**src/design/lbr_pkg.sv**
```systemverilog
// Shared constants, types and helper functions of the letterbox bilinear resizer.
// Used by the top level, the divider, the datapath and the controller; depends on nothing.
package lbr_pkg;

	localparam int MAX_SRC_WIDTH  = 640;
	localparam int MAX_SRC_HEIGHT = 480;
	localparam int MAX_TARGET     = 256;
	localparam int STORE_DEPTH    = MAX_SRC_WIDTH * MAX_SRC_HEIGHT;
	localparam int STORE_AW       = $clog2(STORE_DEPTH);
	localparam int PIX_W          = 24;
	localparam int DIV_NW         = 27;
	localparam int DIV_DW         = 11;
	localparam int SCALE_W        = 26;

	typedef enum logic [1:0] {
		REG_SRC_WIDTH   = 2'd0,
		REG_SRC_HEIGHT  = 2'd1,
		REG_TARGET_SIZE = 2'd2
	} cfg_reg_t;

	typedef enum logic {
		CMD_LOAD   = 1'b0,
		CMD_SAMPLE = 1'b1
	} cmd_t;

	typedef enum logic [1:0] {
		DIV_SCALE = 2'd0,
		DIV_NEW_W = 2'd1,
		DIV_NEW_H = 2'd2
	} div_sel_t;

	typedef enum logic [1:0] {
		RD_P00 = 2'd0,
		RD_P10 = 2'd1,
		RD_P01 = 2'd2,
		RD_P11 = 2'd3
	} rd_sel_t;

	typedef enum logic [4:0] {
		ST_SETUP_SCALE,
		ST_WAIT_SCALE,
		ST_SETUP_NEW_W,
		ST_WAIT_NEW_W,
		ST_SETUP_NEW_H,
		ST_WAIT_NEW_H,
		ST_PAD,
		ST_BIAS,
		ST_IDLE,
		ST_MUL,
		ST_ROW,
		ST_RD0,
		ST_RD1,
		ST_RD2,
		ST_RD3,
		ST_RD4,
		ST_HORZ,
		ST_VERT,
		ST_OUT
	} state_t;

	typedef struct packed {
		logic     load_we;
		logic     sample_start;
		logic     div_start;
		logic     div_capture;
		div_sel_t div_sel;
		logic     pad_calc;
		logic     bias_calc;
		logic     mul_en;
		logic     row_en;
		rd_sel_t  rd_sel;
		logic     pix_shift;
		logic     horz_en;
		logic     vert_en;
		logic     out_load;
	} ctrl_cmd_t;

	typedef struct packed {
		logic div_done;
		logic in_pic;
		logic out_free;
	} dp_stat_t;

	// zero counts as one, anything above the maximum counts as the maximum
	function automatic logic [9:0] clamp_width(input logic [9:0] v);
		if (v == 10'd0) return 10'd1;
		if (v > 10'(MAX_SRC_WIDTH)) return 10'(MAX_SRC_WIDTH);
		return v;
	endfunction

	function automatic logic [8:0] clamp_height(input logic [8:0] v);
		if (v == 9'd0) return 9'd1;
		if (v > 9'(MAX_SRC_HEIGHT)) return 9'(MAX_SRC_HEIGHT);
		return v;
	endfunction

	function automatic logic [8:0] clamp_target(input logic [8:0] v);
		if (v == 9'd0) return 9'd1;
		if (v > 9'(MAX_TARGET)) return 9'(MAX_TARGET);
		return v;
	endfunction

endpackage

```
**src/design/lbr_ctrl.sv**
```systemverilog
// Controller: geometry setup after reset and config writes, then the
// per-item sequence for loads and samples.
// Depends on lbr_pkg.
module lbr_ctrl import lbr_pkg::*; (
	input  logic      clk,
	input  logic      arst_n,
	input  logic      cfg_wr_en,
	input  logic      in_valid,
	input  logic      in_command,
	output logic      in_ready,
	input  dp_stat_t  stat,
	output ctrl_cmd_t cmd
);
	state_t state_q;
	state_t state_d;

	always_ff @(posedge clk or negedge arst_n) begin
		if (!arst_n) begin
			state_q <= ST_SETUP_SCALE;
		end else begin
			state_q <= state_d;
		end
	end

	always_comb begin
		state_d  = state_q;
		cmd      = '0;
		in_ready = 1'b0;
		case (state_q)
			ST_SETUP_SCALE: begin
				cmd.div_start = 1'b1;
				cmd.div_sel   = DIV_SCALE;
				state_d       = ST_WAIT_SCALE;
			end
			ST_WAIT_SCALE: begin
				cmd.div_sel = DIV_SCALE;
				if (stat.div_done) begin
					cmd.div_capture = 1'b1;
					state_d         = ST_SETUP_NEW_W;
				end
			end
			ST_SETUP_NEW_W: begin
				cmd.div_start = 1'b1;
				cmd.div_sel   = DIV_NEW_W;
				state_d       = ST_WAIT_NEW_W;
			end
			ST_WAIT_NEW_W: begin
				cmd.div_sel = DIV_NEW_W;
				if (stat.div_done) begin
					cmd.div_capture = 1'b1;
					state_d         = ST_SETUP_NEW_H;
				end
			end
			ST_SETUP_NEW_H: begin
				cmd.div_start = 1'b1;
				cmd.div_sel   = DIV_NEW_H;
				state_d       = ST_WAIT_NEW_H;
			end
			ST_WAIT_NEW_H: begin
				cmd.div_sel = DIV_NEW_H;
				if (stat.div_done) begin
					cmd.div_capture = 1'b1;
					state_d         = ST_PAD;
				end
			end
			ST_PAD: begin
				cmd.pad_calc = 1'b1;
				state_d      = ST_BIAS;
			end
			ST_BIAS: begin
				cmd.bias_calc = 1'b1;
				state_d       = ST_IDLE;
			end
			ST_IDLE: begin
				in_ready = 1'b1;
				if (in_valid) begin
					if (in_command == CMD_SAMPLE) begin
						cmd.sample_start = 1'b1;
						state_d          = ST_MUL;
					end else begin
						cmd.load_we = 1'b1;
					end
				end
			end
			ST_MUL: begin
				cmd.mul_en = 1'b1;
				state_d    = stat.in_pic ? ST_ROW : ST_OUT;
			end
			ST_ROW: begin
				cmd.row_en = 1'b1;
				state_d    = ST_RD0;
			end
			ST_RD0: begin
				cmd.rd_sel = RD_P00;
				state_d    = ST_RD1;
			end
			ST_RD1: begin
				cmd.rd_sel    = RD_P10;
				cmd.pix_shift = 1'b1;
				state_d       = ST_RD2;
			end
			ST_RD2: begin
				cmd.rd_sel    = RD_P01;
				cmd.pix_shift = 1'b1;
				state_d       = ST_RD3;
			end
			ST_RD3: begin
				cmd.rd_sel    = RD_P11;
				cmd.pix_shift = 1'b1;
				state_d       = ST_RD4;
			end
			ST_RD4: begin
				cmd.pix_shift = 1'b1;
				state_d       = ST_HORZ;
			end
			ST_HORZ: begin
				cmd.horz_en = 1'b1;
				state_d     = ST_VERT;
			end
			ST_VERT: begin
				cmd.vert_en = 1'b1;
				state_d     = ST_OUT;
			end
			ST_OUT: begin
				if (stat.out_free) begin
					cmd.out_load = 1'b1;
					state_d      = ST_IDLE;
				end
			end
			default: state_d = ST_SETUP_SCALE;
		endcase
		// new geometry after any register write
		if (cfg_wr_en) begin
			state_d = ST_SETUP_SCALE;
		end
	end
endmodule

```
**config.mk**
```make
export PLATFORM = sky130hd
export DESIGN_NAME = lbr_ctrl
export DESIGN_NICKNAME = d
export VERILOG_FILES = /design/src/design/lbr_pkg.sv /design/src/design/lbr_ctrl.sv
export SDC_FILE = /design/constraint.sdc
export NUM_CORES = 1
export LEC_CHECK = 0
export ABC_AREA = 1
export BUFFER_PORTS_ARGS = -buffer_cell sky130_fd_sc_hd__buf_2
export CAP_MARGIN = 15
export CORE_UTILIZATION = 41
export CTS_CLUSTER_SIZE = 8
export DETAILED_ROUTE_END_ITERATION = 12
export MAX_ROUTING_LAYER = met4
export PLACE_DENSITY_LB_ADDON = 0.2
export RECOVER_POWER = 50
export SLEW_MARGIN = 20
export SYNTH_ARGS = -nofsm -noshare
export SYNTH_HDL_FRONTEND = slang
export SYNTH_SLANG_ARGS = --single-unit
```
**constraint.sdc**
```tcl
create_clock -name clk -period 1.2 [get_ports clk]
set_input_delay 0.24 -clock clk [delete_from_list [all_inputs] [get_ports clk]]
set_output_delay 0.24 -clock clk [all_outputs]
set_load 0.02 [all_outputs]
```
==> run metrics, run 1 <==
starting density of the core=44.9%; status=aborted with a tool error; cells after synthesis=106; Yosys top cell area share=20.9%; CTS max path bufs=2; TritonCTS Buffers=3; DIE HEIGHT=40.2 um; synth unique cells=20; syn_area_per_cell=5.65 sq um; WEP type=top-level output; #FFs+latches synth=5; number of cells after detailed placement=160; Root Buffer=clkbuf_4; Synth area leaders=dfrtp_1 (21%), nand3_1 (16%), nand2_1 (16%); H-Tree Depth=1; worst endpoint after global-route timing repair=cmd[0]; Err=[ERROR DPL-0038] Utilization greater than 100%, impossible to legalize; Halt Stage=global routing; largest net degree at the start of global routing=10; clock sinks=5; GP Congestion=0.841; Die W=40.2 um; HPWL Detailed=1.57 mm; top cell type by total area after synthesis=dfrtp_1; IO Count=25; synthesized cell area=599 sq um; Syn. warnings=0; Seq/Total Area, Yosys=20.9%; I/O Buffers=24; Rows=13; dpl ws=-0.197 ns; total nets after synthesis=114
-- synthesized netlist by cell type --
cell type / count
inv_1: 12
nand2_1: 25
inv_2: 6
nand3_1: 19
nor2_2: 3
nand2_2: 3
nor3_1: 4
nor2_4: 1
buf_4: 1
nand2_4: 1
o21ai_0: 1
o21ai_1: 2
a21oi_1: 1
nand4_1: 2
clkinv_1: 1
nand3_2: 2
nor2_1: 15
o22ai_1: 1
dfrtp_1: 5
buf_6: 1
-- kinds of logic after synthesis --
family	synth area share, %
and+or+nand+nor	59.7
buffers and inverters	15.0
DFF	20.9
AOI/OAI and AO/OA	4.38
-- per-stage QoR --
| stage | cell area [sq um] | hold slack, ns |
|---|---|---|
| global placement | 960 | 0.0585 |
| CTS | 1170 | 0.196 |
| detailed placement | 960 | 0.0587 |
| floorplan | 712 | -0.0556 |
-- repair_timing --
action	CTS
hold buffers	1
setup buffers	8
hold endpoints to repair	5
setup endpoints to repair	22
pin swaps	13
gates resized for setup	35
==> inputs of run 2 (changes only) <==
CORE_AREA = 2 2 63 65   (was unset)
CORE_UTILIZATION = unset   (was 41)
CTS_CLUSTER_SIZE = unset   (was 8)
DIE_AREA = 0 0 65 67   (was unset)
MAX_ROUTING_LAYER = unset   (was met4)
PLACE_DENSITY_LB_ADDON = 0.15   (was 0.2)
clock period = 1.6 ns   (was 1.2 ns; I/O delays follow)
==> run 2 against run 1 <==
Effect of this change: the flow now finishes, with violations (negative setup slack); synthesized cell count unchanged; area after synthesis unchanged.
==> run metrics, run 2 <==
status=finished, violations left; failing checks=negative setup slack; Filler cells=416; clock sinks=5 (unchanged); Worst Path Buf+Inv=1; synthesis-to-finish area growth=69.3%; total nets after synthesis=114 (unchanged); H-Tree Depth=1 (unchanged); dpl ws=0.0422 ns (+0.239 ns); # diodes=0; final hold violations=0; Hold WS=0.330 ns; Syn. warnings=0 (unchanged); Worst-Skew Late Latency=0.22 ns; initial antenna violation count=0; DIE HEIGHT=67 um (+67%); Worst setup SP type=flip-flop; Final Max Slew Viols=0; EDFF count, synth=0 (unchanged); Max-Cap Viols=0; commonest non-fill, non-tap cell in the layout=buf_4; Crit-path slowest cell=dfrtp_2; cells along the critical path=nor2_4 -> nand2_2 -> nor3_2 -> buf_4; Crit Path Max Fanout=6; Via density=4.18; minimum clock period=1.66 ns; fin crit share=104%; CP max stage delay=0.46 ns; cells after synthesis=106 (unchanged); reg2reg end=state_q[3]; Synth area leaders=dfrtp_1 (21%), nand3_1 (16%), nand2_1 (16%); max reg flops=5; Post-route DRC=0; Final Worst Setup Slack=-0.0583 ns; TritonCTS Buffers=3 (unchanged); Core Area=0.00361 sq mm; I/O Buffers=24 (unchanged); largest net degree at the start of global routing=10; Critical Setup Path Class=reg -> out; switch share=46.3%; share of cells above drive strength 1=49.3%; top achievable clock speed=0.603 GHz; Clock Power Share=21.7%; Detail Route Antenna Nets=0; clk slew on worst S/H paths=0.04 ns; Worst Tran Pin Value=0.268 ns; post-synthesis async set-or-reset flop share=100% (unchanged); top-count cell post-synth=nand2_1; starting density of the core=16.6% (-28 points); Post-synth top flop=dfrtp_1; min-delay worst type=in -> reg; DRT iter0 DRCs=47; top post-synthesis cells by count=nand2_1 (25), nand3_1 (19), nor2_1 (15), inv_1 (12), inv_2 (6); relative slew slack=82.1%; worst r2r src=state_q[3]; CTS tree=built; Post-Route WL=2.09 mm; #FFs+latches synth=5 (unchanged); most frequent cells in the layout=buf_4 (21), nand2_1 (20), nand3_1 (19); crit path from=state_q[3]; Total GRT Usage=10.0%; Seq/Total Area, Yosys=20.9% (unchanged); r2r setup slk=0.18 ns; Static Leakage=0.000553 uW; crit path capture type=output port; CP Data Arrival Time=1.34 ns; power per cell area=1080 mW/mm^2; IO Count=25 (unchanged); DRT Pass-1 Iters=4; Worst VDD drop=0.425 mV; via count=811; Critical Path Stages=4; Root Buffer=clkbuf_8; CTS max path bufs=2 (unchanged); synth unique cells=20 (unchanged); vias in the first global route=776; Die W=65 um (+62%); synthesized cell area=599 sq um (unchanged); NetSw=508 uW; GP Congestion=0.820 (-2.5%); HPWL Detailed=1.62 mm (+3.1%); total congestion overflow=0; Final #Nets=155; global-route wire length before repair=3.36 mm; Internal=590 uW; Sequential Power Share=19.8%; top cell type by total area after synthesis=dfrtp_1; RSZ-0062 raised after global routing=yes; WP data required=1.28 ns; syn_area_per_cell=5.65 sq um (unchanged); setup violators final=4; clk_skew=0.00110 ns; die footprint=0.00436 sq mm; combinational share of power=58.5%; Yosys top cell area share=20.9% (unchanged); Largest regs=state_q: 5 flops; critical path's top delay family=simple AND/OR/NAND/NOR gates; Top reg by flops=state_q; DR WL/cell=10.8 um; reg2reg path depth=8; CP endpoint=cmd[0]; Rows=22 (+9)
==> run 2: repair_timing <==
action / 4_1_cts / 5_1_grt
gates resized for setup: 20 / 14
setup endpoints to repair: 16 / 15
pin swaps: 1 / 3
endpoints found under the hold margin: 5 / 0
hold buffers: 1 / 0
buffers inserted: 5 / 3
==> run 2: cell type report <==
type	instances	area (sq um)	share of cell area, %
clock buffer	4	45.0	4.44
tap	48	60.1	5.92
sequential	5	130	12.8
multi-input combinational	80	442	43.5
inverter	19	78.8	7.77
timing repair buffer	38	259	25.5
==> run 2: power groups by stage <==
stage          logic (uW)  clock network (uW)  registers [uW]
2_1_floorplan         416                   0             171
3_3_place_gp          498                   0             215
3_5_place_dp          488                   0             216
4_1_cts               588                 244             212
5_1_grt               712                 257             223
6_report              642                 238             217
==> run 2: metrics by stage <==
stage | util (%) | power (uW) | instances | TNS (ns) | cell area [sq um]
after floorplan | - | 587 | 106 | -0.0926 | 607
after global routing | 28.1 | 1190 | 194 | -0.896 | 1010
after global placement | 22.3 | 713 | 181 | 0 | 806
final | 28.1 | 1100 | 194 | -0.110 | 1010
after CTS | 26.4 | 1040 | 191 | -0.199 | 952
after detailed placement | 22.3 | 704 | 181 | 0 | 806
==> run 2: worst min path at each step <==
stage	startpoint	endpoint	slack, ns	cells past startpoint
floorplan	arst_n	state_q[0]	0.02	0
global placement	arst_n	state_q[3]	0.14	1
detailed placement	arst_n	state_q[3]	0.14	1
CTS	cfg_wr_en	state_q[4]	0.33	2
global route	cfg_wr_en	state_q[4]	0.35	2
finish	cfg_wr_en	state_q[4]	0.33	2
==> run 2: logic make-up (layout without fill, tap and decap cells) <==
family | Yosys count | after routing | share of synthesized area [%]
AO/OA/AOI/OAI | 5 | 5 | 4.38
buffers and inverters | 21 | 61 | 15.0
flip-flops | 5 | 5 | 20.9
AND/OR/NAND/NOR | 75 | 75 | 59.7
==> run 2: worst register-to-register path, delay by kind of cell, from the launching register on <==
kind / cells / cell delay, ns
flops: 1 / 0.46
simple gates: 7 / 0.75
buf+inv: 1 / 0.14
==> run 2: per-layer routing <==
| metal | GRT usage (%) | share of wire, % | vias up | routed length (um) |
|---|---|---|---|---|
| met2 | 17.5 | 51 | 27 | 1070 |
| li1 | - | - | 417 | - |
| met3 | 1.86 | 6.0 | 2 | 125 |
| met4 | 6.12 | 0.76 | 0 | 16 |
| met5 | 0 | 0 | - | 0 |
| met1 | 11.3 | 42 | 365 | 881 |
(Power assumes the default switching activity.)
==> inputs of run 3 (changes only) <==
CTS_BUF_LIST = sky130_fd_sc_hd__clkbuf_4 sky130_fd_sc_hd__clkbuf_8   (was unset)
==> run 3 against run 2 <==
Effect of this change: the flow still finishes with violations (negative setup slack); clock skew is essentially flat; non-clock buffer count unchanged; utilization up 0.10 points; worst hold slack unchanged; register-to-register slack about the same; sequential share of layout area is essentially flat; sequential cell count did not move; largest power group unchanged; cell count unchanged.
==> run metrics, run 3 (same netlist as run 2, synthesis figures left out) <==
DRT Pass-1 Iters=4 (unchanged); total congestion overflow=0 (unchanged); Largest regs=state_q: 5 flops; Max-Cap Viols=0 (unchanged); Post-Route WL=2.09 mm (unchanged); global-route wire length before repair=3.36 mm (unchanged); DR WL/cell=10.8 um (unchanged); CP Data Arrival Time=1.34 ns (about the same); H-Tree Depth=1 (unchanged); power per cell area=1090 mW/mm^2 (+1.2%); final hold violations=0 (unchanged); Critical Path Stages=4 (unchanged); RSZ-0062 raised after global routing=yes; PnR Total Power=1120 uW (+1.6%); vias in the first global route=776 (unchanged); Worst VDD drop=0.425 mV (about the same); max reg flops=5 (unchanged); minimum clock period=1.66 ns (+0.000259 ns); synthesis-to-finish area growth=69.9%; crit path capture type=output port; min-delay worst type=in -> reg; Worst-Skew Late Latency=0.22 ns (about the same); DIE HEIGHT=67 um (unchanged); Top reg by flops=state_q; hold path cells=2 (unchanged); number of cells after detailed placement=181 (unchanged); Final Worst Setup Slack=-0.0586 ns (-0.000259 ns); failing checks=negative setup slack; clock sinks=5 (unchanged); top achievable clock speed=0.603 GHz (about the same); fin crit share=104% (about the same); share of cells above drive strength 1=50.0% (+0.68 points); Crit Path Max Fanout=6 (unchanged); largest net degree at the start of global routing=10 (unchanged); setup violators final=5 (+1); DRT iter0 DRCs=47 (unchanged); dpl ws=0.0422 ns (unchanged); Detail Route Antenna Nets=0 (unchanged); Via density=4.18 (unchanged); Final Max Slew Viols=0 (unchanged); non-filler instance count after layout=194 (unchanged); Worst Tran Pin Value=0.268 ns (unchanged); reg2reg end=state_q[3]; Worst setup SP type=flip-flop; Total GRT Usage=10.0% (unchanged); Critical Setup Path Class=reg -> out; post-layout util=28.2% (+0.10 points); starting density of the core=16.6% (unchanged); Core Area=0.00361 sq mm (unchanged); reg2reg path depth=8 (unchanged); Final #Nets=155 (unchanged); storage element area=130 sq um (unchanged); Die W=65 um (unchanged); Rows=22 (unchanged); Worst Hold Endpoint=state_q[4]; Hold Crit Start=cfg_wr_en; # diodes=0 (unchanged); critical path's top delay family=simple AND/OR/NAND/NOR gates; Crit-path slowest cell=dfrtp_2; commonest non-fill, non-tap cell in the layout=buf_4; Hold WS=0.330 ns (unchanged); clk_skew=0.000911 ns (-0.000194 ns); Post-route DRC=0 (unchanged); cells along the critical path=nor2_4 -> nand2_2 -> nor3_2 -> buf_4; HPWL Detailed=1.62 mm (unchanged); worst r2r src=state_q[3]; Worst Path Buf+Inv=1 (unchanged); TritonCTS Buffers=3 (unchanged); Filler cells=414 (-0.48%); status=finished, violations left; relative slew slack=82.1% (unchanged); CP max stage delay=0.46 ns (about the same); Root Buffer=clkbuf_8; IO Count=25 (unchanged); I/O Buffers=24 (unchanged); most frequent cells in the layout=buf_4 (21), nand2_1 (20), nand3_1 (19); r2r setup slk=0.18 ns (about the same); CTS tree=built; WP data required=1.28 ns (about the same); initial antenna violation count=0 (unchanged); via count=811 (unchanged); Multi-input gate area=442 sq um (unchanged); CTS max path bufs=2 (unchanged); die footprint=0.00436 sq mm (unchanged); Static Leakage=0.000556 uW (+0.62%); GP Congestion=0.820 (unchanged); clk slew on worst S/H paths=0.04 ns (about the same)
run 3: cell count changes in the layout (fill, tap and decap cells not counted):
cell	change
clkbuf_1	-1
clkbuf_4	+1
run 3: repair_timing:
| action | 4_1_cts | 5_1_grt |
|---|---|---|
| gates resized for setup | 20 | 14 |
| endpoints found under the setup margin | 16 | 15 |
| cloned | 0 | 0 |
| pin swaps | 1 | 3 |
| buffers inserted | 5 | 3 |
| endpoints found under the hold margin | 5 | 0 |
| hold buffers | 1 | 0 |
run 3: stage by stage:
step | TNS, ns | instance area [sq um]
5_1_grt | -0.898 | 1020
6_report | -0.111 | 1020
3_5_place_dp | 0 | 806
2_1_floorplan | -0.0926 | 607
3_3_place_gp | 0 | 806
4_1_cts | -0.200 | 956
run 3: worst max-delay path by stage:
stage               startpoint  endpoint
floorplan           state_q[2]    cmd[5]
global placement    state_q[2]    cmd[0]
detailed placement  state_q[2]    cmd[0]
CTS                 state_q[3]   cmd[13]
global route        state_q[2]   cmd[13]
finish              state_q[3]    cmd[0]
run 3: final cells by class:
| class | instances | share of cell area (%) |
|---|---|---|
| inverter | 19 | 7.74 |
| tap | 48 | 5.90 |
| timing repair buffer | 38 | 25.4 |
| clock buffer | 4 | 4.79 |
| multi-input combinational | 80 | 43.4 |
| sequential | 5 | 12.8 |
run 3: where the power goes:
part	internal (uW)	switching, uW	leakage (uW)
registers	158	59.8	0.0000618
logic	261	382	0.000468
clock network	188	67.1	0.0000262
total	607	509	0.000556
run 3: metal layers:
metal  track usage, %  part of all wire (%)  wire length (um)  vias up
li1                 -                     -                 -      417
met1             11.3                    42               882      365
met2             17.5                    51              1070       27
met3             1.86                   6.0               125        2
met4             6.12                  0.76                16        0
met5                0                     0                 0        -
